==> src/rtl/core/iid_pkg.sv <==
// Shared types and constants for the IMU impact detector.
// Holds the sample and result transfer structs, register codes and reset values.
// No dependencies.
`timescale 1ns / 1ps
`default_nettype none

package iid_pkg;

  localparam int unsigned FIELD_W         = 16;
  localparam int unsigned CFG_W           = 16;
  localparam int unsigned CFG_IDX_W       = 2;
  localparam int unsigned SAMPLE_BITS_DEF = 16;
  localparam int unsigned NUM_AXES        = 6;

  localparam logic [CFG_W-1:0]   IMPACT_THR_RST   = 16'd10240;  // 2.5 g
  localparam logic [CFG_W-1:0]   ROTATION_THR_RST = 16'd19650;  // 300 deg/s
  localparam logic [CFG_W-1:0]   RESTING_LVL_RST  = 16'd4096;   // 1 g
  localparam logic [FIELD_W-1:0] MAG_MAX          = 16'hFFFF;

  typedef enum logic [CFG_IDX_W-1:0] {
    REG_IMPACT_THR   = 2'd0,
    REG_ROTATION_THR = 2'd1,
    REG_RESTING_LVL  = 2'd2
  } iid_reg_e;

  typedef struct packed {
    logic signed [FIELD_W-1:0] accel_x;
    logic signed [FIELD_W-1:0] accel_y;
    logic signed [FIELD_W-1:0] accel_z;
    logic signed [FIELD_W-1:0] gyro_x;
    logic signed [FIELD_W-1:0] gyro_y;
    logic signed [FIELD_W-1:0] gyro_z;
  } iid_in_t;

  typedef struct packed {
    logic [FIELD_W-1:0] accel_magnitude;
    logic [FIELD_W-1:0] gyro_magnitude;
    logic               impact_hit;
    logic               rotation_hit;
    logic               crash;
  } iid_out_t;

endpackage

`default_nettype wire

==> src/rtl/core/iid_flag_stage.sv <==
// Output stage: threshold compares, crash OR and 16-bit saturation of the magnitudes.
// Registers the result transfer and its strobe. Depends on iid_pkg.
`timescale 1ns / 1ps
`default_nettype none

module iid_flag_stage
  import iid_pkg::*;
#(
  parameter int unsigned RW = SAMPLE_BITS_DEF + 1
) (
  input  wire logic             clk_i,
  input  wire logic             rst_ni,
  input  wire logic             vld_i,
  input  wire logic [RW-1:0]    amag_i,
  input  wire logic [RW-1:0]    gmag_i,
  input  wire logic [CFG_W-1:0] impact_thr_i,
  input  wire logic [CFG_W-1:0] rotation_thr_i,
  input  wire logic [CFG_W-1:0] resting_lvl_i,
  output      logic             done_o,
  output      iid_out_t         result_o
);

  localparam int unsigned CW = (RW > FIELD_W) ? RW : FIELD_W;

  logic [CW-1:0] a_ext, g_ext, rest_ext, dev;
  logic          imp, rot;
  logic          done_q;
  iid_out_t      res_d, res_q;

  assign a_ext    = CW'(amag_i);
  assign g_ext    = CW'(gmag_i);
  assign rest_ext = CW'(resting_lvl_i);

  // compares run on the full-width magnitude, only the outputs saturate
  assign dev = (a_ext >= rest_ext) ? (a_ext - rest_ext) : (rest_ext - a_ext);
  assign imp = (dev >= CW'(impact_thr_i));
  assign rot = (g_ext >= CW'(rotation_thr_i));

  always_comb begin
    res_d.accel_magnitude = (a_ext > CW'(MAG_MAX)) ? MAG_MAX : a_ext[FIELD_W-1:0];
    res_d.gyro_magnitude  = (g_ext > CW'(MAG_MAX)) ? MAG_MAX : g_ext[FIELD_W-1:0];
    res_d.impact_hit      = imp;
    res_d.rotation_hit    = rot;
    res_d.crash           = imp | rot;
  end

  always_ff @(posedge clk_i or negedge rst_ni) begin
    if (!rst_ni) begin
      done_q <= 1'b0;
    end else begin
      done_q <= vld_i;
    end
  end

  always_ff @(posedge clk_i) begin
    res_q <= res_d;
  end

  assign done_o   = done_q;
  assign result_o = res_q;

endmodule

`default_nettype wire

==> config.mk <==
export PLATFORM = sky130hd
export DESIGN_NAME = iid_flag_stage
export DESIGN_NICKNAME = d
export VERILOG_FILES = /design/src/rtl/core/iid_pkg.sv /design/src/rtl/core/iid_flag_stage.sv
export SDC_FILE = /design/constraint.sdc
export NUM_CORES = 1
export LEC_CHECK = 0
export BUFFER_PORTS_ARGS = -buffer_cell sky130_fd_sc_hd__buf_2
export CORE_UTILIZATION = 45
export DETAILED_ROUTE_END_ITERATION = 6
export PLACE_DENSITY_LB_ADDON = 0.05
export SYNTH_ARGS = -nofsm -noshare
export SYNTH_HDL_FRONTEND = slang
export SYNTH_SLANG_ARGS = --single-unit
==> constraint.sdc <==
create_clock -name clk_i -period 1.1 [get_ports clk_i]
set_input_delay 0.22 -clock clk_i [delete_from_list [all_inputs] [get_ports clk_i]]
set_output_delay 0.22 -clock clk_i [all_outputs]
set_load 0.05 [all_outputs]
==> results.cfg <==
[outcome]
status = finished with violations
violations = setup timing

[synth]
synth_edf_count = 0
async_reset_ff_share_pct = 2.78
muxShareOfSynthArea_pct = 3.21
synth_cells = 428
synth-main-ff-cell = dfxtp_1
synthAdderAreaFrac_pct = 24.0
avgSynthCellArea_sq_um = 8.19
synthSimpleGateAreaFrac_pct = 15.3
yosysUniqueCellTypes = 58
synthXorXnorAreaFrac_pct = 3.50
synth-seq-cells = 36
synth_area_sq_um = 3510
ys_warn_count = 0
ys_seq_area_share_pct = 20.7
syn-num-nets = 579
synth_compound_area_share_pct = 22.8
synth_top_family_by_area = adder cells

[final_layout]
layout_common_cells = buf_4, buf_2, inv_1
syn_to_final_growth_pct = 58.9
antenna_cells = 0
final_common_cell = buf_4
final_area_sq_um = 5570
final_layout_size_suffix_gt1_share_pct = 49.2
num-fill-cells = 582
fin_nets = 809

[route]
ant_nets = 0
drtIter0Drc = 169
wl_per_cell_um = 13.8
firstDrtPassIters = 4
via_per_inst = 4.91
drc_errors = 0
totalWireLength_um = 10400
vias = 3722

[placed_design]
dpl.hpwl_um = 8240
portBuffers = 120
place.gp.congestion = 0.857
post_dp_cell_area_sq_um = 5030

[timing]
final-setup-viol-count = 4
slew_violations = 0
fmax_mhz = 345
tns_ns = -4.15
hold-worst-slack_ns = 0.0325
finalCriticalPeriod_ns = 2.90
finalHoldViolCount = 0
setup_slack_ns = -1.80
tightest_slew_ns = 0.487
grt_setup_unrepaired = true
slew_headroom_pct = 67.2
fin_crit_sh_pct = 264

[cts]
clock_path_buffers = 2
clkSlewWorstSetupHoldPaths_ns = 0.08
htreeDepth = 2
clock_sinks = 36
cts_buffers = 5
cts_root_buffer = clkbuf_8
cts_tree = yes

[critical_path]
cp_slowest_stage_delay_ns = 0.38
cp-end-kind = flop
cpMaxStageDelayCell = fa_2
crit_path_frequent_cell = a21o_1
path_class = in2reg
worstPathCellList = buf_4 -> buf_4 -> fa_2 -> a21o_1 -> a21oi_4 -> o21a_1 -> nor2_2 -> nor2_1 -> mux2i_1 -> xnor2_1 -> ha_1 -> a21o_1 -> a21o_1 -> a21oi_2 -> o21ai_1 -> a21oi_1 -> o21a_1 -> nand3_1
cp_max_fo = 4
arrival_ns = 3.09
cp-start-kind = input port
critPathRequiredTime_ns = 1.29

[die]
rows = 31
start_util_pct = 47.3
design.core.area_sq_um = 7410
die_h_um = 90.3
ios = 121
fp.dieW_um = 90.3
die-area_sq_um = 8150

[grt]
grt_max_degree = 17
grt_pass1_wl_um = 16600
grt_pass1_vias = 3724
antenna_found_initial = 0
grt-ovfl-total = 0
grt_use_total_pct = 25.3

[power_and_ir_drop]
swShare_pct = 39.5
p_clk_share_pct = 19.6
internal-power_mw = 3.22
powerDensity_nw_per_um2 = 955
total_power_mw = 5.32
pwr-share-seq_pct = 26.8
power.leakage_nw = 2.99
p_comb_share_pct = 53.7
switchingPower_mw = 2.10
ir_worst_vdd_uv = 556

[job]
cap_viol_max_count = 0

[min_path]
worstHoldStart = vld_i
worstHoldEndpoint = done_o$_DFF_PN0_
hold_depth = 1
hold_path.class = in2reg
==> repair_timing <==
item	4_1_cts	5_1_grt
resized for setup	57	47
hold buffers	1	0
setup buffers	1	6
pin swaps	25	25
setup endpoints to repair	15	26
endpoints found under the hold margin	1	0
==> sequential cells by signal (all words and copies together), names as in the netlist <==
name,cells
result_o,35
done_o,1
==> metal layers <==
metal | part of all wire (%) | wire [um] | track usage, %
met1 | 43 | 4500 | 30.0
met4 | 1.1 | 110 | 6.18
met2 | 50 | 5260 | 46.6
met5 | 0 | 0 | 0
met3 | 5.4 | 562 | 4.80
==> worst max path at each step <==
| stage | from | endpoint | slack (ns) | depth (start not counted) |
|---|---|---|---|---|
| 6_report | amag_i[1] | result_o[0]$_DFF_P_ | -1.80 | 18 |
| 5_1_grt | amag_i[0] | result_o[0]$_DFF_P_ | -1.97 | 20 |
| 4_1_cts | amag_i[0] | result_o[0]$_DFF_P_ | -1.82 | 17 |
| 3_5_place_dp | amag_i[0] | result_o[0]$_DFF_P_ | -2.37 | 17 |
| 3_3_place_gp | amag_i[0] | result_o[0]$_DFF_P_ | -2.36 | 17 |
| 2_1_floorplan | amag_i[2] | result_o[0]$_DFF_P_ | -1.96 | 19 |
==> cells by family after synthesis <==
kind of cell / Yosys count
flops: 36
simple gates: 101
xor+xnor: 14
fa+ha+maj: 66
buf+inv: 87
mux: 11
compound gates: 113
==> per-stage QoR <==
stage | worst slack (ns) | std cells | util (%)
after detailed placement | -2.37 | 742 | 67.9
after global placement | -2.36 | 742 | 67.9
after CTS | -1.82 | 752 | 72.2
after global routing | -1.97 | 758 | 75.2
final | -1.80 | 758 | 75.2
after floorplan | -1.96 | 428 | -
==> Yosys cell counts, types with 3 or more instances <==
cell type	number	share of area [%]
xnor2_1	7	1.7
buf_4	4	0.86
nand4_1	8	1.4
a211o_1	3	0.75
o21a_1	11	2.4
nand3_1	6	0.86
dfxtp_1	35	20
or2_2	16	2.9
inv_1	72	7.7
o31ai_1	3	0.64
nand2b_1	3	0.54
o21bai_1	6	1.3
a2111oi_0	3	0.75
nor2_1	18	1.9
a21oi_1	33	4.7
mux2i_1	9	2.6
nand2_1	29	3.1
ha_1	64	23
o21ai_0	14	2.0
buf_2	8	1.1
a21o_1	18	3.9
nor2b_1	4	0.71
xor2_1	7	1.7
==> layout make-up <==
type | instances | area [sq um] | share of cell area (%)
clock buffer | 5 | 68.8 | 1.24
multi-input combinational | 305 | 2710 | 48.7
sequential | 36 | 727 | 13.1
inverter | 72 | 293 | 5.26
tap | 99 | 124 | 2.22
timing repair buffer | 238 | 1630 | 29.2
clock inverter | 3 | 18.8 | 0.337
==> critical path, delay by kind of cell <==
| family | cells | cell delay, ns |
|---|---|---|
| compound gates | 9 | 1.40 |
| fa+ha+maj | 2 | 0.66 |
| buf+inv | 2 | 0.26 |
| xor+xnor | 1 | 0.23 |
| simple gates | 3 | 0.23 |
| mux | 1 | 0.10 |
==> power by group through the flow <==
stage | clock network [mW] | registers, mW | logic [mW]
2_1_floorplan | 0 | 1.73 | 1.33
4_1_cts | 1.06 | 1.42 | 2.71
5_1_grt | 1.11 | 1.43 | 3.12
3_5_place_dp | 0 | 1.44 | 2.56
3_3_place_gp | 0 | 1.44 | 2.50
6_report | 1.04 | 1.42 | 2.85
(Power assumes the default switching activity.)
