### src/rtl/core/iid_pkg.sv
// Shared types and constants for the IMU impact detector.
// Holds the sample and result transfer structs, register codes and reset values.
// No dependencies.
`timescale 1ns / 1ps
`default_nettype none

package iid_pkg;

  localparam int unsigned FIELD_W         = 16;
  localparam int unsigned CFG_W           = 16;
  localparam int unsigned CFG_IDX_W       = 2;
  localparam int unsigned SAMPLE_BITS_DEF = 16;
  localparam int unsigned NUM_AXES        = 6;

  localparam logic [CFG_W-1:0]   IMPACT_THR_RST   = 16'd10240;  // 2.5 g
  localparam logic [CFG_W-1:0]   ROTATION_THR_RST = 16'd19650;  // 300 deg/s
  localparam logic [CFG_W-1:0]   RESTING_LVL_RST  = 16'd4096;   // 1 g
  localparam logic [FIELD_W-1:0] MAG_MAX          = 16'hFFFF;

  typedef enum logic [CFG_IDX_W-1:0] {
    REG_IMPACT_THR   = 2'd0,
    REG_ROTATION_THR = 2'd1,
    REG_RESTING_LVL  = 2'd2
  } iid_reg_e;

  typedef struct packed {
    logic signed [FIELD_W-1:0] accel_x;
    logic signed [FIELD_W-1:0] accel_y;
    logic signed [FIELD_W-1:0] accel_z;
    logic signed [FIELD_W-1:0] gyro_x;
    logic signed [FIELD_W-1:0] gyro_y;
    logic signed [FIELD_W-1:0] gyro_z;
  } iid_in_t;

  typedef struct packed {
    logic [FIELD_W-1:0] accel_magnitude;
    logic [FIELD_W-1:0] gyro_magnitude;
    logic               impact_hit;
    logic               rotation_hit;
    logic               crash;
  } iid_out_t;

endpackage

`default_nettype wire

### src/rtl/core/iid_sqrt_pipe.sv
// Pipelined floor square root, one result bit per stage (restoring, radix 2).
// IN_W must be even. Depends on iid_pkg.
`timescale 1ns / 1ps
`default_nettype none

module iid_sqrt_pipe
  import iid_pkg::*;
#(
  parameter int unsigned IN_W = 2 * SAMPLE_BITS_DEF + 2
) (
  input  wire logic              clk_i,
  input  wire logic              rst_ni,
  input  wire logic              vld_i,
  input  wire logic [IN_W-1:0]   rad_i,
  output      logic              vld_o,
  output      logic [IN_W/2-1:0] root_o
);

  localparam int unsigned RW    = IN_W / 2;
  localparam int unsigned REM_W = RW + 1;

  // partial radicand and remainder are not needed after the last stage
  logic [IN_W-1:0]  x_q    [RW-1];
  logic [REM_W-1:0] rem_q  [RW-1];
  logic [RW-1:0]    root_q [RW];
  logic             vld_q  [RW];

  for (genvar k = 0; k < RW; k++) begin : g_stage
    logic [IN_W-1:0]  x_in;
    logic [REM_W-1:0] rem_in;
    logic [RW-1:0]    root_in;
    logic             vld_in;
    logic [REM_W+1:0] rem_sh, trial, diff;
    logic             take;

    if (k == 0) begin : g_first
      assign x_in    = rad_i;
      assign rem_in  = '0;
      assign root_in = '0;
      assign vld_in  = vld_i;
    end else begin : g_next
      assign x_in    = x_q[k-1];
      assign rem_in  = rem_q[k-1];
      assign root_in = root_q[k-1];
      assign vld_in  = vld_q[k-1];
    end

    // bring down the next two radicand bits, try 4*root + 1
    assign rem_sh = {rem_in, x_in[IN_W-1 -: 2]};
    assign trial  = {1'b0, root_in, 2'b01};
    assign take   = (rem_sh >= trial);
    assign diff   = rem_sh - trial;

    always_ff @(posedge clk_i or negedge rst_ni) begin
      if (!rst_ni) begin
        vld_q[k] <= 1'b0;
      end else begin
        vld_q[k] <= vld_in;
      end
    end

    always_ff @(posedge clk_i) begin
      root_q[k] <= {root_in[RW-2:0], take};
    end

    if (k < RW - 1) begin : g_carry
      always_ff @(posedge clk_i) begin
        x_q[k]   <= {x_in[IN_W-3:0], 2'b00};
        rem_q[k] <= take ? diff[REM_W-1:0] : rem_sh[REM_W-1:0];
      end
    end
  end

  assign vld_o  = vld_q[RW-1];
  assign root_o = root_q[RW-1];

endmodule

`default_nettype wire

### config.mk
export PLATFORM = sky130hd
export DESIGN_NAME = iid_sqrt_pipe
export DESIGN_NICKNAME = d
export VERILOG_FILES = /design/src/rtl/core/iid_pkg.sv /design/src/rtl/core/iid_sqrt_pipe.sv
export SDC_FILE = /design/constraint.sdc
export NUM_CORES = 1
export LEC_CHECK = 0
export ABC_CLOCK_PERIOD_IN_PS = 2300
export BUFFER_PORTS_ARGS = -buffer_cell sky130_fd_sc_hd__buf_2
export CORE_ASPECT_RATIO = 0.5
export CORE_MARGIN = 10
export CORE_UTILIZATION = 40
export DETAILED_ROUTE_END_ITERATION = 10
export GPL_ROUTABILITY_DRIVEN = 0
export GPL_TIMING_DRIVEN = 0
export PLACE_DENSITY = 0.54
export SETUP_SLACK_MARGIN = 0.15
export SLEW_MARGIN = 0
export SYNTH_ARGS = -nofsm -noshare
export SYNTH_HDL_FRONTEND = slang
export SYNTH_SLANG_ARGS = --single-unit
### constraint.sdc
create_clock -name clk_i -period 2.3 [get_ports clk_i]
set_input_delay 0.46 -clock clk_i [delete_from_list [all_inputs] [get_ports clk_i]]
set_output_delay 0.46 -clock clk_i [all_outputs]
set_load 0.01 [all_outputs]
==> key figures <==
Status
  • Outcome: complete, but fails checks
  • Failing checks: setup timing

Detailed routing
  • Drt initial violations: 690
  • Routed WL per cell: 14.0 µm
  • # DRC: 0
  • Antenna-violating nets left: 0
  • Met3 WL post-DR: 1.69 mm
  • Metal-1 WL: 21.4 mm
  • Top sig layer: met4
  • Vias per cell: 4.78
  • DR WL met2: 25.5 mm
  • DR pass1 iterations: 5
  • Overall routed net length: 50.6 mm
  • Vias: 17300

Synthesis
  • Synth Area in Simple Gates: 12.0%
  • Async set-or-reset flop fraction in the synthesized netlist: 2.39%
  • Register area share after synthesis: 56.1%
  • Top area cells in the synthesized netlist: dfxtp_1, ha_1, xnor2_1
  • Area fraction of the dominant cell type after synthesis: 54.4%
  • Biggest area consumer among synthesized cells: dfxtp_1
  • Post-Syn Area: 25500 µm²
  • Synth Area in Compound Gates: 11.0%
  • Post-synth EDFFs: 0
  • Synthesized instance count: 2394
  • Adder-Cell Fraction of Synth Area: 8.39%
  • Syn_area_per_cell: 10.7 µm²
  • Number of distinct library cells after synthesis: 92
  • Synth Flop Type: dfxtp_1
  • Mux cell area share after synthesis: 1.91%
  • FF+latch count, synth: 710
  • Synth warnings: 0
  • Syn Nets: 2602
  • Post-synthesis xor/xnor area fraction: 7.00%
  • Largest family of logic cells by synthesized area: simple AND/OR/NAND/NOR gates

STA
  • Unrepaired setup endpoints after global routing: true
  • Final setup violation count: 2
  • Worst slew pin tran: 0.675 ns
  • Period utilization: 101%
  • Max Freq: 431 MHz
  • Slew Viols, Final: 0
  • Crit path time final: 2.32 ns
  • Setup TNS: -0.0424 ns
  • Final hold violations: 0
  • Slew headroom: 53.8%
  • Setup slack after layout: -0.0228 ns
  • Worst Clk Skew: 0.0170 ns

Die
  • Core ar.: 63000 µm²
  • Initial Util: 40.5%
  • Width of the die: 377 µm
  • I/O pin count: 55
  • Site Rows: 65
  • Die area: 74900 µm²
  • Die outline height: 199 µm

Finish
  • Area taken by multi-input logic gates: 13100 µm²
  • Fillers: 5343
  • Share of layout cells above drive strength 1: 34.7%
  • Post-layout nets: 2941
  • Commonest cells after routing, fill and taps aside: dfxtp_1, inv_1, buf_4, nor2_1, xnor2_1
  • Register area: 14400 µm²
  • Most common cell after layout, fill and taps aside: dfxtp_1
  • Area growth syn-to-layout: 34.6%
  • Ant diodes: 0
  • Util after Layout: 54.5%

Place
  • DPL Wire Length: 33.1 mm
  • Setup slack at placement: -0.460 ns
  • PortBufs: 54

GRT
  • Largest net degree at the start of global routing: 18
  • Remaining global-route overflow: 0
  • First-pass GRT wire length: 79.9 mm
  • Total track usage: 12.6%
  • Initial antenna violation count: 0
  • Number of global-route vias before repair: 16800

Pwr
  • Cell Pwr Density: 1070 nW/µm²
  • P_leak: 15.0 nW
  • Max VDD drop: 521 µV

Setup path
  • Worst EP arrival: 2.82 ns
  • CP endpoint kind: register
  • Crit-path max FO: 8
  • CP Class: register to register
  • Slowest cell on crit path: dfxtp_2
  • Worst path required time: 2.80 ns
  • Critical path's largest stage delay: 0.37 ns
  • Startpoint types: register
  • Crit path cell chain: ha_4, buf_6, a21o_1, a211oi_4, o211ai_1, a211o_4, buf_8, mux2_4

Clocking
  • Clock Tree Root: clkbuf_16
  • Clock Latency Late Sink: 0.62 ns
  • TritonCTS Buffers: 61
  • CTS HTree Levels: 2
  • Worst-path clk slew: 0.06 ns
  • Maximum clock insertion buffer count: 3
  • CTS tree: built
  • Clock Sink Count: 710

Hold path
  • Min-delay worst type: primary input to register

Flow run
  • Total of max-cap violations: 0
[final cells by class]
| type | count | area share [%] |
|---|---|---|
| Clock inverter | 34 | 1.26 |
| Clock buffer | 81 | 5.02 |
| Timing Repair Buffer | 276 | 6.94 |
| Sequential cell | 710 | 42.0 |
| Buffer | 38 | 1.19 |
| Multi-Input combinational cell | 1451 | 38.3 |
| Tap cell | 837 | 3.05 |
| Inverter | 195 | 2.22 |
[Yosys cell counts, drive strengths merged, types with 9 or more instances]
library cell  count
a211oi           21
a21boi            9
a21o             40
a21oi           148
a31oi             9
and3             12
buf              22
clkbuf           16
dfrtp            17
dfxtp           693
ha              171
inv             194
mux2             34
mux2i             9
nand2           124
nand2b           30
nand3            34
nand3b            9
nand4            28
nor2            159
nor2b            27
nor3             67
nor4             32
o211ai           12
o21a             29
o21ai            98
o21bai            9
o31ai            12
or2              10
or3              20
or4              17
xnor2           105
xor2             98
[report_power, final]
part	leakage, nW	total [mW]	internal [mW]	switching (mW)
sequential	5.97	16.3	14.5	1.75
clock	1.04	10.8	6.21	4.55
combinational	7.98	9.62	5.17	4.45
[stage by stage]
step,area [µm²],std cells,hold WS (ns),power [mW]
finish,34300,3622,0.0599,36.7
global route,34300,3622,0.0255,38.8
CTS,32400,3547,0.00830,35.8
detailed placement,27100,3285,0.312,23.1
global placement,27100,3285,0.310,23.0
floorplan,25800,2394,0.164,21.4
[logic make-up after synthesis]
| family | count (synthesis) |
|---|---|
| flip-flops | 710 |
| AND/OR/NAND/NOR | 593 |
| AO/OA/AOI/OAI | 440 |
| buffers and inverters | 233 |
| XOR/XNOR | 203 |
| adder cells (fa/ha/maj) | 171 |
| multiplexers | 43 |
| other | 1 |
[what timing repair did]
action | CTS | global route
cloned | 7 | 3
hold buffers | 35 | 0
endpoints found under the hold margin | 51 | 0
pin swaps | 105 | 154
setup buffers | 105 | 72
setup endpoints to repair | 227 | 212
resized for setup | 392 | 375
[per-layer routing]
layer  GRT usage (%)  vias up
met5               0        -
met4            5.48        0
met3            2.48      137
met2            22.4      258
met1            14.6     8012
li1                -     8912
[worst max-delay path: cells and delay by family (launching register included)]
kind / cells / cell delay [ns]
DFF: 1 / 0.37
buffers and inverters: 2 / 0.30
adders and majority gates: 1 / 0.21
muxes: 1 / 0.29
AOI/OAI and AO/OA: 4 / 1.03
[path summary, 6_finish.rpt]
check                              from                end  slack (ns)  cells past startpoint
max                        rem_q[1][45]       rem_q[1][66]       -0.02                      8
min                           rad_i[33]       root_q[0][0]        0.06                      2
max reg2reg                rem_q[1][45]       rem_q[1][66]       -0.02                      8
min reg2reg                   x_q[0][6]         x_q[0][40]        0.31                      0
max in group asynchronous        rst_ni  g_stage[8].vld_in        1.73                      2
min in group asynchronous        rst_ni              vld_o        0.30                      2
[sequential cells by signal, indices dropped and copies added, names as in the netlist]
signal / count
vld_o: 1
rem_q: 268
root_q: 153
x_q: 272
g_stage.vld_in: 16
No activity file was read; power rests on OpenSTA's default activity.
