## config.mk

```make
export PLATFORM = sky130hd
export DESIGN_NAME = iid_merge
export DESIGN_NICKNAME = d
export VERILOG_FILES = /design/src/rtl/core/iid_pkg.sv /design/src/rtl/core/iid_merge.sv
export SDC_FILE = /design/constraint.sdc
export NUM_CORES = 1
export LEC_CHECK = 0
export BUFFER_PORTS_ARGS = -buffer_cell sky130_fd_sc_hd__buf_4
export CAP_MARGIN = 10
export CELL_PAD_IN_SITES_DETAIL_PLACEMENT = 1
export CELL_PAD_IN_SITES_GLOBAL_PLACEMENT = 1
export CORE_MARGIN = 5
export CORE_UTILIZATION = 38
export DETAILED_ROUTE_END_ITERATION = 16
export PLACE_DENSITY = 0.92
export RECOVER_POWER = 50
export SKIP_LAST_GASP = 1
export SLEW_MARGIN = 25
export SYNTH_ARGS = -nofsm -noshare
export SYNTH_HDL_FRONTEND = slang
export SYNTH_SLANG_ARGS = --single-unit
```

## constraint.sdc

```tcl
create_clock -name clk_i -period 0.8 [get_ports clk_i]
set_input_delay 0.08 -clock clk_i [delete_from_list [all_inputs] [get_ports clk_i]]
set_output_delay 0.08 -clock clk_i [all_outputs]
set_load 0.01 [all_outputs]
```

## src/rtl/core/iid_pkg.sv

```systemverilog
// Shared types and constants for the IMU impact detector.
// Holds the sample and result transfer structs, register codes and reset values.
// No dependencies.
`timescale 1ns / 1ps
`default_nettype none

package iid_pkg;

  localparam int unsigned FIELD_W         = 16;
  localparam int unsigned CFG_W           = 16;
  localparam int unsigned CFG_IDX_W       = 2;
  localparam int unsigned SAMPLE_BITS_DEF = 16;
  localparam int unsigned NUM_AXES        = 6;

  localparam logic [CFG_W-1:0]   IMPACT_THR_RST   = 16'd10240;  // 2.5 g
  localparam logic [CFG_W-1:0]   ROTATION_THR_RST = 16'd19650;  // 300 deg/s
  localparam logic [CFG_W-1:0]   RESTING_LVL_RST  = 16'd4096;   // 1 g
  localparam logic [FIELD_W-1:0] MAG_MAX          = 16'hFFFF;

  typedef enum logic [CFG_IDX_W-1:0] {
    REG_IMPACT_THR   = 2'd0,
    REG_ROTATION_THR = 2'd1,
    REG_RESTING_LVL  = 2'd2
  } iid_reg_e;

  typedef struct packed {
    logic signed [FIELD_W-1:0] accel_x;
    logic signed [FIELD_W-1:0] accel_y;
    logic signed [FIELD_W-1:0] accel_z;
    logic signed [FIELD_W-1:0] gyro_x;
    logic signed [FIELD_W-1:0] gyro_y;
    logic signed [FIELD_W-1:0] gyro_z;
  } iid_in_t;

  typedef struct packed {
    logic [FIELD_W-1:0] accel_magnitude;
    logic [FIELD_W-1:0] gyro_magnitude;
    logic               impact_hit;
    logic               rotation_hit;
    logic               crash;
  } iid_out_t;

endpackage

`default_nettype wire

```

## src/rtl/core/iid_merge.sv

```systemverilog
// Merge stage: sums the three squared accel lanes and the three squared gyro lanes.
// Registered sums with a valid flag. Depends on iid_pkg.
`timescale 1ns / 1ps
`default_nettype none

module iid_merge
  import iid_pkg::*;
#(
  parameter int unsigned SAMPLE_BITS = SAMPLE_BITS_DEF
) (
  input  wire logic                     clk_i,
  input  wire logic                     rst_ni,
  input  wire logic                     vld_i,
  input  wire logic [2*SAMPLE_BITS-1:0] sq_i [NUM_AXES],
  output      logic                     vld_o,
  output      logic [2*SAMPLE_BITS+1:0] acc_sum_o,
  output      logic [2*SAMPLE_BITS+1:0] gyr_sum_o
);

  localparam int unsigned SUM_W = 2 * SAMPLE_BITS + 2;

  logic             vld_q;
  logic [SUM_W-1:0] acc_d, acc_q, gyr_d, gyr_q;

  assign acc_d = SUM_W'(sq_i[0]) + SUM_W'(sq_i[1]) + SUM_W'(sq_i[2]);
  assign gyr_d = SUM_W'(sq_i[3]) + SUM_W'(sq_i[4]) + SUM_W'(sq_i[5]);

  always_ff @(posedge clk_i or negedge rst_ni) begin
    if (!rst_ni) begin
      vld_q <= 1'b0;
    end else begin
      vld_q <= vld_i;
    end
  end

  always_ff @(posedge clk_i) begin
    acc_q <= acc_d;
    gyr_q <= gyr_d;
  end

  assign vld_o     = vld_q;
  assign acc_sum_o = acc_q;
  assign gyr_sum_o = gyr_q;

endmodule

`default_nettype wire

```

==> flow_summary.yaml, run 1 <==
global_route:
  track_usage_pct: 82.6
  grt_max_degree: 13
  antenna_found_initial: 5
  grt-ovfl-total: 383
die:
  initial_core_util_pct: 38.6
  io_pins: 264
  rows: 45
  die_y_um: 134
  fp.dieW_um: 134
synth:
  synth_area_leaders: "dfxtp_1, fa_1, ha_1"
  ys_types: 50
  netlist_instances: 578
  synth_nets: 901
  yosysWarnings: 0
  synth_edf_count: 0
  syn_area_um2: 5870
  ys.flop_type: "dfxtp_1"
  async_flop_share_pct: 1.45
  synth_top_cell_area_share_pct: 23.2
  yosysSeqAreaShare_pct: 23.6
  synth.avg_cell_area_um2: 10.2
  synth_area_leader_cell: "dfxtp_1"
  ys_ff_latch: 69
run_status:
  status: "did not finish"
  lastStage: "global routing"
  firstError: "[ERROR GRT-0232] Routing congestion too high. Check the congestion heatmap in the GUI."
timing:
  worst-ep-kind: "register data pin"
  postGrtWorstEndpoint: "gyr_sum_o[32]$_DFF_P_/D"
clock_network:
  clock_path_buffers: 2
  clock_sinks: 69
  cts_buffers: 9
  cts_max_level: 3
  root_buffer: "clkbuf_16"
place:
  portBuffers: 263
  gp_congestion: 0.842
  hpwl_um: 23000
==> kinds of logic after synthesis <==
group                    share of synthesized area (%)
adder cells (fa/ha/maj)                           35.7
AND/OR/NAND/NOR                                   9.93
multiplexers                                     0.171
AO/OA/AOI/OAI                                     20.6
buffers and inverters                             1.60
flip-flops                                        23.6
XOR/XNOR                                          8.36
==> stage by stage <==
stage / cells / setup WS [ns] / area (um^2) / hold WS, ns / utilization [%]
after CTS: 1233 / -1.95 / 10900 / 0.0378 / 71.8
after detailed placement: 1196 / -2.45 / 9680 / -0.144 / 63.7
after global placement: 1196 / -2.23 / 9680 / -0.145 / 63.7
after floorplan: 578 / -2.02 / 6200 / -0.216 / -
==> cells in the mapped netlist (all sizes together) (7+ instances only) <==
cell type	instances
dfxtp	68
fa	66
ha	62
a21oi	51
a21o	39
xnor2	34
o21ai	32
nand2	29
nor2	22
xor2	22
inv	18
nand3	18
a211oi	12
nor3	11
a31oi	9
nand4	8
o21bai	8
clkbuf	7
==> layer usage <==
layer	overflow	track usage (%)
met1	1	80.6
met2	245	99.6
met3	6	66.5
met4	131	90.4
met5	0	18.1
==> repair_timing <==
action	in CTS
hold endpoints to repair	2
hold buffers	2
setup endpoints to repair	134
setup buffers	25
pin swaps	71
gates resized for setup	213
==> run 2: changes to the inputs <==
--- a/config.mk
+++ b/config.mk
@@ -7,12 +7,10 @@
 export LEC_CHECK = 0
 export BUFFER_PORTS_ARGS = -buffer_cell sky130_fd_sc_hd__buf_4
 export CAP_MARGIN = 10
-export CELL_PAD_IN_SITES_DETAIL_PLACEMENT = 1
-export CELL_PAD_IN_SITES_GLOBAL_PLACEMENT = 1
 export CORE_MARGIN = 5
-export CORE_UTILIZATION = 38
+export CORE_UTILIZATION = 40
 export DETAILED_ROUTE_END_ITERATION = 16
-export PLACE_DENSITY = 0.92
+export PLACE_DENSITY_LB_ADDON = 0.15
 export RECOVER_POWER = 50
 export SKIP_LAST_GASP = 1
 export SLEW_MARGIN = 25
==> run 2 against run 1 <==
The flow now finishes, with violations (setup timing). Synthesized area stayed put. Synthesized cell count stayed put.
==> flow_summary.yaml, run 2 <==
run_status:
  status: "finished, violations left"
  violations: "setup timing"
synth:
  synth_edf_count: 0
  synth_area_leaders: "dfxtp_1, fa_1, ha_1"
  yosysWarnings: 0
  ys_top_cells_by_count: "dfxtp_1, fa_1, ha_1"
  synth_area_leader_cell: "dfxtp_1"
  ys.flop_type: "dfxtp_1"
  synth_nets: 901
  synth.most_common_cell: "dfxtp_1"
  async_flop_share_pct: 1.45
  ys_ff_latch: 69
  synth_top_cell_area_share_pct: 23.2
  netlist_instances: 578
  syn_area_um2: 5870
  yosysSeqAreaShare_pct: 23.6
  synth.avg_cell_area_um2: 10.2
  ys_types: 50
timing:
  rsz0062_at_grt: "true"
  layout_worst_path_cycle_share_pct: 337
  slew_violations: 0
  tns_ns: -89.52
  setup_violations: 133
  fmax_mhz: 371
  worst_pin_slew_ns: 0.597
  maxSlewHeadroom_pct: 59.8
  hold_violations: 0
  layout_setup_ws_ns: -1.89
  finalCriticalPeriod_ns: 2.69
global_route:
  grt_first_pass_wirelength_um: 32600
  met2_usage_pct: 41.2
  grt-ovfl-total: 0
  grt-busiest-layer: "met2"
  grt_pass1_vias: 7020
  grt.met3_usage_pct: 5.96
  use_met1_pct: 25.6
  antenna_found_initial: 0
  track_usage_pct: 22.5
  grt_max_degree: 13
final_layout:
  drive_gt1_share_pct: 61.9
  layout_commonest_cell: "buf_4"
  antenna_cells: 0
  layout_common_cells: "buf_4, buf_6, dfxtp_2, fa_1, ha_1"
  design_area_um2: 11100
  nets: 1370
  area_growth_syn_to_layout_pct: 89.8
  post-route-util_pct: 76.9
route:
  firstDrtPassIters: 4
  avgViaCountPerCell: 5.15
  num_vias: 6367
  routed_wirelength_um: 20900
  drtAntennaViolNets: 0
  drt_iter0_markers: 202
  routedWlPerCell_um: 16.9
  drc: 0
power:
  power_mw: 28.2
  seqPwrFrac_pct: 22.2
  p_sw_share_pct: 35.0
  pwr-share-clk_pct: 16.4
  peakVddDrop_uv: 1650
  p_int_mw: 18.3
  p_leak_nw: 5.28
  power_density_nw_per_um2: 2530
  comb_power_share_pct: 61.4
  switchingPower_mw: 9.86
critical_path:
  cp.arrival_ns: 2.90
  crit_chain: "buf_6, fa_1, ha_4, a2111oi_4, o21ai_1, and2_4, a221o_2, a2111oi_4, o31ai_4, mux2i_1, a2111oi_1"
  cpLargestDelayFamily: "compound AO/OA/AOI/OAI gates"
  required_ns: 1.01
  critPathLaunchType: "input port"
  crit_top_cell: "a2111oi_4"
  path_buf_inv: 1
  crit_path_end_kind: "register"
  critical_path_class: "in -> reg"
  cp-startpoint: "sq_i[167]"
  endpoint: "acc_sum_o[30]$_DFF_P_"
  critical_path_depth: 11
  critPathSlowestCell: "fa_1"
  max_stage_delay_ns: 0.57
  crit_fanout: 3
place:
  portBuffers: 263
  gp_congestion: 0.861
  hpwl_um: 15900
  placed_cell_area_um2: 9690
clock_network:
  root_buffer: "clkbuf_16"
  cts_buffers: 9
  clkSlewWorstSetupHoldPaths_ns: 0.06
  clock_path_buffers: 2
  cts_tree: "built"
  cts_max_level: 3
  clock_sinks: 69
die:
  initial_core_util_pct: 40.5
  coreArea_um2: 14500
  dieArea_um2: 17200
  io_pins: 264
  die_y_um: 131
  rows: 44
  fp.dieW_um: 131
min_path:
  holdCritPathClass: "in -> async"
flow_run:
  drv_cap: 0
run 2: cell counts after synthesis:
Identical to the previous run, type by type.
run 2: cell type report:
class | instances | area, um^2
tap | 184 | 230
clock inverter | 6 | 111
sequential | 69 | 1470
multi-input combinational | 484 | 5100
timing repair buffer | 465 | 3930
fill | 950 | 3340
clock buffer | 10 | 229
inverter | 18 | 70.1
run 2: worst min-delay path by stage:
stage	startpoint	end	slack (ns)	cells past startpoint
3_3_place_gp	rst_ni	vld_o$_DFF_PN0_	-0.15	1
2_1_floorplan	rst_ni	vld_o$_DFF_PN0_	-0.22	0
4_1_cts	rst_ni	vld_o$_DFF_PN0_	0.04	2
3_5_place_dp	rst_ni	vld_o$_DFF_PN0_	-0.14	1
5_1_grt	rst_ni	vld_o$_DFF_PN0_	0.07	2
6_report	rst_ni	vld_o$_DFF_PN0_	0.08	2
run 2: kinds of logic after synthesis:
group	synth area share (%)
compound gates	20.6
xor+xnor	8.36
fa+ha+maj	35.7
buf+inv	1.60
flops	23.6
mux	0.171
simple gates	9.93
run 2: power groups by stage:
stage	logic, mW	clock network [mW]	registers [mW]
2_1_floorplan	6.12	0	6.42
3_3_place_gp	14.1	0	5.64
3_5_place_dp	14.4	0	5.66
4_1_cts	16.3	4.75	6.18
5_1_grt	18.6	4.87	6.40
6_report	17.3	4.63	6.25
run 2: what timing repair did:
item | CTS | global route
hold endpoints to repair | 2 | 0
endpoints found under the setup margin | 133 | 133
buffers inserted | 17 | 21
pin swaps | 61 | 69
hold buffers | 2 | 0
gates resized for setup | 191 | 73
run 2: routing by layer:
layer  up-vias  routed length [um]
li1       3034                   -
met1      3088                7970
met2       212               11300
met3        33                1150
met4         0                 427
met5         -                   0
run 2: stage by stage:
| step | instances | setup WS, ns | hold WS (ns) |
|---|---|---|---|
| 2_1_floorplan | 578 | -2.02 | -0.216 |
| 6_report | 1236 | -1.89 | 0.0813 |
| 5_1_grt | 1236 | -1.94 | 0.0740 |
| 4_1_cts | 1223 | -1.85 | 0.0418 |
| 3_3_place_gp | 1194 | -2.19 | -0.145 |
| 3_5_place_dp | 1194 | -2.26 | -0.144 |
No activity file was read; power rests on OpenSTA's default activity.
