[src/rtl/core/iid_pkg.sv]
// Shared types and constants for the IMU impact detector.
// Holds the sample and result transfer structs, register codes and reset values.
// No dependencies.
`timescale 1ns / 1ps
`default_nettype none

package iid_pkg;

  localparam int unsigned FIELD_W         = 16;
  localparam int unsigned CFG_W           = 16;
  localparam int unsigned CFG_IDX_W       = 2;
  localparam int unsigned SAMPLE_BITS_DEF = 16;
  localparam int unsigned NUM_AXES        = 6;

  localparam logic [CFG_W-1:0]   IMPACT_THR_RST   = 16'd10240;  // 2.5 g
  localparam logic [CFG_W-1:0]   ROTATION_THR_RST = 16'd19650;  // 300 deg/s
  localparam logic [CFG_W-1:0]   RESTING_LVL_RST  = 16'd4096;   // 1 g
  localparam logic [FIELD_W-1:0] MAG_MAX          = 16'hFFFF;

  typedef enum logic [CFG_IDX_W-1:0] {
    REG_IMPACT_THR   = 2'd0,
    REG_ROTATION_THR = 2'd1,
    REG_RESTING_LVL  = 2'd2
  } iid_reg_e;

  typedef struct packed {
    logic signed [FIELD_W-1:0] accel_x;
    logic signed [FIELD_W-1:0] accel_y;
    logic signed [FIELD_W-1:0] accel_z;
    logic signed [FIELD_W-1:0] gyro_x;
    logic signed [FIELD_W-1:0] gyro_y;
    logic signed [FIELD_W-1:0] gyro_z;
  } iid_in_t;

  typedef struct packed {
    logic [FIELD_W-1:0] accel_magnitude;
    logic [FIELD_W-1:0] gyro_magnitude;
    logic               impact_hit;
    logic               rotation_hit;
    logic               crash;
  } iid_out_t;

endpackage

`default_nettype wire

[src/rtl/core/iid_sq_lane.sv]
// One axis lane: takes the low SAMPLE_BITS of the raw axis, takes its magnitude and squares it.
// Output is registered. Depends on iid_pkg.
`timescale 1ns / 1ps
`default_nettype none

module iid_sq_lane
  import iid_pkg::*;
#(
  parameter int unsigned SAMPLE_BITS = SAMPLE_BITS_DEF
) (
  input  wire logic                     clk_i,
  input  wire logic [FIELD_W-1:0]       raw_i,
  output      logic [2*SAMPLE_BITS-1:0] sq_o
);

  localparam int unsigned WIDE_W = (SAMPLE_BITS > FIELD_W) ? SAMPLE_BITS : FIELD_W;

  logic [WIDE_W-1:0]        wide;
  logic [SAMPLE_BITS-1:0]   val;
  logic [SAMPLE_BITS-1:0]   mag;
  logic [2*SAMPLE_BITS-1:0] sq_d, sq_q;

  // bits above the field read as zero when the sample is wider than the field
  assign wide = WIDE_W'(raw_i);
  assign val  = wide[SAMPLE_BITS-1:0];
  // most negative value wraps to 2^(N-1), which is its true magnitude unsigned
  assign mag  = val[SAMPLE_BITS-1] ? (~val + SAMPLE_BITS'(1)) : val;
  assign sq_d = {{SAMPLE_BITS{1'b0}}, mag} * {{SAMPLE_BITS{1'b0}}, mag};

  always_ff @(posedge clk_i) begin
    sq_q <= sq_d;
  end

  assign sq_o = sq_q;

endmodule

`default_nettype wire

[config.mk]
export PLATFORM = sky130hd
export DESIGN_NAME = iid_sq_lane
export DESIGN_NICKNAME = d
export VERILOG_FILES = /design/src/rtl/core/iid_pkg.sv /design/src/rtl/core/iid_sq_lane.sv
export SDC_FILE = /design/constraint.sdc
export NUM_CORES = 1
export LEC_CHECK = 0
export BUFFER_PORTS_ARGS = -buffer_cell sky130_fd_sc_hd__buf_2
export CELL_PAD_IN_SITES_DETAIL_PLACEMENT = 1
export CELL_PAD_IN_SITES_GLOBAL_PLACEMENT = 2
export CORE_ASPECT_RATIO = 0.9
export CORE_MARGIN = 1
export CORE_UTILIZATION = 40
export DETAILED_ROUTE_END_ITERATION = 7
export GPL_TIMING_DRIVEN = 0
export PLACE_DENSITY = 0.91
export SLEW_MARGIN = 20
export SYNTH_ARGS = -nofsm -noshare
export SYNTH_HDL_FRONTEND = slang
export SYNTH_SLANG_ARGS = --single-unit
[constraint.sdc]
create_clock -name clk_i -period 11.05 [get_ports clk_i]
set_clock_uncertainty 0.05 [all_clocks]
set_input_delay 0.5525 -clock clk_i [delete_from_list [all_inputs] [get_ports clk_i]]
set_output_delay 0.5525 -clock clk_i [all_outputs]
set_load 0.01 [all_outputs]
==> results of run 1 <==
cell type report:
cell class | count | area (um^2)
Multi-Input combinational cell | 632 | 6630
Fill cell | 2401 | 11100
Tap cell | 255 | 319
Clock buffer | 6 | 139
Inverter | 248 | 933
Buffer | 23 | 111
Sequential cell | 31 | 621
Clock inverter | 1 | 5.00
Timing Repair Buffer | 47 | 235
critical path, stage by stage:
cell	delay, ns
buf_2	0.13
or3_4	0.40
or4_4	0.49
o41a_1	0.34
xor2_1	0.77
clkinv_1	0.61
nor2_1	0.38
fa_1	0.49
fa_1	0.51
inv_1	0.05
fa_1	0.53
inv_1	0.05
fa_1	0.45
fa_1	0.50
inv_1	0.05
fa_1	0.47
inv_1	0.05
ha_1	0.26
clkbuf_1	0.29
nand3_1	0.25
or2_2	0.38
a211oi_1	0.19
o21ai_0	0.23
a21oi_1	0.41
nand4b_1	0.15
o211ai_1	0.12
metrics by stage:
step                      setup WS (ns)  hold WS (ns)  utilization  cells  area [um^2]
after floorplan                    3.24         0.530            -    934         8280
after global placement             1.81         0.756        0.439   1236         8830
after detailed placement           1.83         0.752        0.439   1236         8830
after CTS                          2.04         0.461        0.446   1243         8980
after global routing               1.57         0.458        0.447   1243         8990
final                              2.10         0.460        0.447   1243         8990
cell families (layout without fill, tap and decap cells):
logic type	Yosys count	after routing
buf+inv	271	325
fa+ha+maj	260	260
mux	1	1
xor+xnor	47	47
other cells	2	12
simple gates	213	213
flops	31	31
compound gates	99	99
metal layers:
metal  vias up  wire length [um]  global-route usage
met4         0               391              0.0415
met5         -                 0                   0
met3        27               588              0.0216
met2        84             11200               0.391
li1       2917                 -                   -
met1      3239              8540               0.259
worst paths after layout:
path                   end      from  slack [ns]
setup / recovery  sq_o[28]  raw_i[2]        2.10
hold / removal     sq_o[0]  raw_i[0]        0.46
cell usage in the layout (no fill, tap or decap), types with 10 or more instances in the layout:
master,count
inv_1,234
fa_1,164
ha_1,96
nand2_1,83
nor2_1,76
buf_2,49
a21oi_1,32
dfxtp_1,31
xnor2_1,26
o21ai_0,21
clkbuf_1,17
xor2_1,15
conb_1,12
inv_2,10
==> out/metrics.cfg, run 1 <==
[synth]
synth_area_leaders = fa_1 (40%), ha_1 (15%), inv_1 (11%)
synth-edff-count = 0
synth_mux_area_frac = 0.00121
synthSimpleGateAreaFrac = 0.116
synth_top_area_frac = 0.398
synthArstFlopShare = 0
yosysUniqueCellTypes = 60
synth_seq_cells = 31
yosysSeqAreaShare = 0.0753
avgSynthCellArea_um2 = 8.92
synth_top_family_by_area = adder cells
synth_top_cell_by_area = fa_1
yosys-top-cells-count = inv_1 (234), fa_1 (164), ha_1 (96), nand2_1 (83), nor2_1 (76)
syn_inst = 924
synth_area_mm2 = 0.00824
synthFlopType = dfxtp_1
synth-compound-area-share = 0.0814
ys.warnings.count = 0
synth-xor-area-share = 0.0549
synth_adder_area_share = 0.544
yosysMostFrequentCell = inv_1

[clock_network]
root_buffer = clkbuf_16
clockBufferDepth = 2
cts_tree = yes
cts_hold_buffers = 0
cts_buffers = 5
cts.sinks = 31
postCtsSetupBuffers = 0
clk_pin_slew_ns = 0.05
cts_resized = 0
htree_num_levels = 2

[route]
wirelength_um = 20700
post-route-drc-count = 0
vias_per_cell = 5.04
dr.first_iter.drc_count = 208
ant_nets = 0
vias = 6267
wl_per_cell_um = 16.7
drt_pre_antenna_iters = 4

[die]
die-area_mm2 = 0.0212
core-area_mm2 = 0.0201
start_util = 0.410
die_width_um = 153
ios = 49
row_count = 49
die_y_um = 138

[layout]
areaGrowthSynthToFinish_pct = 9.11
layout-drive-gt1-share = 0.0972
diodes = 0
fin_nets = 1265
largest_register_ffs = 31

[timing]
slew_violations = 0
tightest_slew_ns = 0.977
grt_setup_unrepaired = no
max_slew_margin = 0.346
finalHoldViolCount = 0
setup_violations = 0
period_needed_ns = 8.95
max_freq_mhz = 112
setup_tns_ns = 0
post-route-period-util = 0.810

[worst_hold_path]
hold_depth = 1
hp-class = primary input to flop

[grt]
grt_overflow_total = 0
grt_pass1_wl_um = 34800
grt_pass1_vias = 7080
grt_usage = 0.209
grt_max_degree = 11
antenna_found_initial = 0

[worst_setup_path]
arrival_ns = 9.09
worstPathRequired_ns = 11.20
cp_max_fo = 9
critical_path_class = primary input to flop
worstSetupEndpointType = flop
critPathLaunchType = primary input

[job]
maxCapViolCount = 0

[place]
portBuffers = 47
place_congestion = 0.859
dp_hpwl_um = 18100

[outcome]
status = finished clean

Power of run 1 is not shown: default switching activity piles up to over one toggle a cycle in this logic, so the estimate is an artifact.
==> run 2, diff against run 1 <==
- CORE_UTILIZATION: 40 -> 36
- PLACE_DENSITY: 0.91 -> 0.87
- clock period: 11.05 -> 7.2 ns (I/O delays scaled with it)
==> run 2 against run 1 <==
Count of clock-buffer cells in the layout stayed put; largest cell class unchanged; flip-flop and latch count stayed put; the flow now finishes with violations (negative setup slack); core utilization is 0.16 points lower; routed wire length is 11% higher; critical path type unchanged; critical path depth is 1 higher; sequential share of layout area is 0.70 points lower; die area is 11% higher; first-iteration DRC count is 22% higher.
==> out/metrics.cfg, run 2 (synthesis results as in run 1) <==
[worst_hold_path]
hp-class = primary input to flop
min_from = raw_i[0]

[layout]
mostFrequentLayoutCell = inv_1
diodes = 0  ; unchanged
mostFrequentLayoutCells = inv_1 (225), fa_1 (159), ha_1 (86)
register_area_um2 = 621  ; unchanged
fillCellCount = 2634  ; +9.7%
finalNonFillerCells = 1328  ; +6.8%
layout-drive-gt1-share = 0.211  ; +0.114
areaGrowthSynthToFinish_pct = 21.4
fin_nets = 1307  ; +3.3%
largest_register_ffs = 31  ; unchanged
multi_input_area_mm2 = 0.00712  ; +7.4%

[timing]
setup_violations = 2  ; +2
setup_tns_ns = -0.0373  ; -0.0373 ns
grt_setup_unrepaired = yes
finalHoldViolCount = 0  ; unchanged
post-route-period-util = 1.00
period_needed_ns = 7.23
max_slew_margin = 0.361  ; +0.0150
tightest_slew_ns = 0.952  ; -0.0255 ns
holdWs_ns = 0.207  ; -0.253 ns
max_freq_mhz = 138
slew_violations = 0  ; unchanged
setup_ws_ns = -0.0278  ; -2.13 ns

[outcome]
status = complete, but fails checks
failed_checks = negative setup slack

[clock_network]
htree_num_levels = 2  ; unchanged
clk_pin_slew_ns = 0.06  ; about the same
clockBufferDepth = 2  ; unchanged
cts_hold_buffers = 0  ; unchanged
cts_buffers = 5  ; unchanged
cts_tree = yes
root_buffer = clkbuf_16
cts.sinks = 31  ; unchanged

[die]
die_width_um = 162  ; +5.3%
die_y_um = 146  ; +5.3%
row_count = 52  ; +6.1%
start_util = 0.367  ; -0.0427
die-area_mm2 = 0.0235  ; +11%
ios = 49  ; unchanged
core-area_mm2 = 0.0224  ; +12%

[route]
drt_pre_antenna_iters = 4  ; unchanged
vias_per_cell = 4.82  ; -4.5%
vias = 6395  ; +2.0%
wl_per_cell_um = 17.3  ; +3.6%
post-route-drc-count = 0  ; unchanged
ant_nets = 0  ; unchanged
dr.first_iter.drc_count = 254  ; +22%
wirelength_um = 22900  ; +11%

[job]
maxCapViolCount = 0  ; unchanged

[place]
portBuffers = 47  ; unchanged
dp.cells = 1278  ; +3.4%
dp_hpwl_um = 18200  ; +0.86%
place_congestion = 0.824  ; -4.1%
dp_slack_ns = -1.82  ; -3.65 ns

[grt]
antenna_found_initial = 0  ; unchanged
grt_pass1_vias = 7235  ; +2.2%
grt_pass1_wl_um = 37300  ; +7.1%
grt_usage = 0.206  ; -0.00262
grt_max_degree = 11  ; unchanged
grt_overflow_total = 0  ; unchanged

[worst_setup_path]
cp_max_fo = 7  ; -2
worstSetupEndpointType = flop
critPathLaunchType = primary input
arrival_ns = 7.40  ; -1.69 ns
critPathLaunch = raw_i[2]
worstPathRequired_ns = 7.37  ; -3.83 ns
critical_path_class = primary input to flop

run 2: cell count changes in the layout (fill, tap and decap cells not counted), sizes merged:
cell	delta
buf	+47
inv	-2
bufinv	+1
clkinvlp	+2
clkbuf	-5
run 2: path summary, 6_finish.rpt:
check / to / depth (start not counted)
worst max-delay path: sq_o[29] / 27
worst min-delay path: sq_o[0] / 1
run 2: timing repair:
item	in CTS	in global routing
pin swaps	28	33
setup endpoints to repair	24	14
resized for setup	74	61
setup buffers	25	23
run 2: routing by layer:
metal | GRT usage | vias up | share of wire
li1 | - | 2999 | -
met1 | 0.259 | 3293 | 0.42
met2 | 0.371 | 85 | 0.54
met5 | 0 | - | 0
met3 | 0.0294 | 18 | 0.026
met4 | 0.0495 | 0 | 0.012
run 2: through the flow:
stage | util | area (um^2)
6_report | 0.446 | 10000
5_1_grt | 0.446 | 10000
4_1_cts | 0.429 | 9630
3_5_place_dp | 0.397 | 8900
3_3_place_gp | 0.397 | 8900
2_1_floorplan | - | 8300
run 2: area by class of cell:
| type | count | share of cell area |
|---|---|---|
| plain buffers | 17 | 0.0104 |
| inverters | 248 | 0.0956 |
| well taps | 297 | 0.0371 |
| clock inverters | 2 | 0.00350 |
| clock buffers | 6 | 0.0139 |
| flip-flops and latches | 31 | 0.0620 |
| repair buffers | 95 | 0.0658 |
| multi-input cells | 632 | 0.712 |
run 2: critical path, stage by stage:
cell and delay [ns]:
buf_12 0.10, or3_4 0.38, or4_4 0.50, o41a_1 0.41, xor2_4 0.23, clkinv_4 0.12, buf_6 0.13, buf_6 0.11
buf_6 0.11, fa_2 0.56, inv_2 0.04, fa_2 0.52, fa_2 0.45, fa_1 0.51, fa_1 0.55, inv_1 0.05
fa_1 0.52, inv_2 0.05, ha_4 0.30, nand4_1 0.13, nor4_2 0.28, o2111ai_1 0.20, nand3_2 0.21, buf_6 0.13
a31oi_4 0.10, a21oi_2 0.17, xor2_1 0.15
Power of run 2 is left out for the same reason.
==> run 3, diff against run 2 <==
- PLACE_DENSITY: 0.87 -> 0.85
- SETUP_SLACK_MARGIN: not set -> 0.1
==> run 3 against run 2 <==
The run now ends clean; via count increased by 1.0%; count of clock-buffer cells in the layout up 1; critical path depth fell by 1; worst setup slack gained 0.047 ns; non-clock buffer count increased by 10; worst hold slack worse by 0.078 ns; core utilization rose by 0.89 points; flip-flop and latch count stayed put; fmax up 0.65%; die area did not move.
==> out/metrics.cfg, run 3 (synthesis results as in run 1) <==
[layout]
fin_util = 0.455  ; +0.00892
mostFrequentLayoutCell = inv_1
fillCellCount = 2640  ; +0.23%
areaGrowthSynthToFinish_pct = 23.8
mostFrequentLayoutCells = inv_1 (227), fa_1 (164), ha_1 (84)
diodes = 0  ; unchanged
fin_nets = 1318  ; +0.84%
layout-drive-gt1-share = 0.229  ; +0.0179
largest_register_ffs = 31  ; unchanged

[job]
maxCapViolCount = 0  ; unchanged

[timing]
post-route-period-util = 0.997  ; -0.00646
finalHoldViolCount = 0  ; unchanged
slew_violations = 0  ; unchanged
setup_violations = 0  ; -2
max_slew_margin = 0.357  ; -0.00431
max_freq_mhz = 139  ; +0.65%
grt_setup_unrepaired = yes
period_needed_ns = 7.18  ; -0.0465 ns
tightest_slew_ns = 0.958  ; +0.00643 ns
setup_tns_ns = 0  ; +0.0373 ns

[route]
wl_per_cell_um = 17.3  ; +0.42%
post-route-drc-count = 0  ; unchanged
wirelength_um = 23200  ; +1.3%
vias = 6459  ; +1.0%
ant_nets = 0  ; unchanged
drt_pre_antenna_iters = 4  ; unchanged
dr.first_iter.drc_count = 197  ; -22%
vias_per_cell = 4.82  ; +0.17%

[worst_setup_path]
worstSetupEndpointType = flop
critical_path_class = primary input to flop
crit_path_frequent_cell = fa_1
arrival_ns = 7.36  ; -0.04 ns
cpMaxStageDelayCell = fa_1
worstPathRequired_ns = 7.38  ; about the same
cp_max_fo = 6  ; -1
crit_buf_inv = 6  ; -3
critPathLaunchType = primary input
crit_path_max_incr_delay_ns = 0.55  ; about the same
crit_family = adder cells

[die]
ios = 49  ; unchanged
die_y_um = 146  ; unchanged
row_count = 52  ; unchanged
die-area_mm2 = 0.0235  ; unchanged
core-area_mm2 = 0.0224  ; unchanged
start_util = 0.367  ; unchanged
die_width_um = 162  ; unchanged

[worst_hold_path]
hp-class = primary input to flop

[grt]
grt_usage = 0.211  ; +0.00468
grt_overflow_total = 0  ; unchanged
grt_max_degree = 11  ; unchanged
grt_pass1_vias = 7423  ; +2.6%
antenna_found_initial = 0  ; unchanged
grt_pass1_wl_um = 38300  ; +2.6%

[place]
place_congestion = 0.851  ; +3.3%
dp_hpwl_um = 18400  ; +0.67%
portBuffers = 47  ; unchanged

[clock_network]
root_buffer = clkbuf_16
cts_buffers = 5  ; unchanged
cts_tree = yes
clk_pin_slew_ns = 0.07  ; about the same
cts_hold_buffers = 0  ; unchanged
cts.sinks = 31  ; unchanged
htree_num_levels = 2  ; unchanged
clockBufferDepth = 2  ; unchanged

[outcome]
status = finished clean

==> run 3: cell type report <==
class	instances	area [um^2]	share of cell area
plain buffers	19	145	0.0142
clock buffers	7	153	0.0150
clock inverters	1	7.51	0.000736
inverters	248	953	0.0934
multi-input cells	632	7240	0.710
flip-flops and latches	31	621	0.0608
well taps	297	372	0.0364
repair buffers	103	703	0.0689
repair inverters	1	7.51	0.000736
==> run 3: metrics by stage <==
step	std cells	cell area [um^2]	hold slack [ns]	setup WS, ns
after floorplan	934	8320	0.338	0.0335
after global placement	1278	8920	0.534	-1.65
after detailed placement	1278	8930	0.531	-1.56
after CTS	1322	9830	0.155	0.0801
after global routing	1339	10200	0.130	-0.189
final	1339	10200	0.129	0.0187
==> run 3: path summary, 6_finish.rpt <==
| path | start | end | depth (start not counted) |
|---|---|---|---|
| worst max-delay path | raw_i[2] | sq_o[25] | 26 |
| worst min-delay path | raw_i[0] | sq_o[0] | 1 |
==> run 3: what timing repair did <==
action / CTS / global route
endpoints found under the hold margin: 0 / 0
setup buffers: 38 / 18
setup endpoints to repair: 22 / 14
pin swaps: 35 / 33
cloned: 1 / 0
gates resized for setup: 95 / 54
==> run 3: per-layer routing <==
metal | global-route usage | wire (um) | part of all wire | vias to the layer above
met2 | 0.383 | 12200 | 0.53 | 98
met3 | 0.0259 | 756 | 0.033 | 23
met1 | 0.270 | 9860 | 0.42 | 3328
met4 | 0.0377 | 337 | 0.015 | 0
li1 | - | - | - | 3010
met5 | 0 | 0 | 0 | -
Power of run 3 is left out for the same reason.
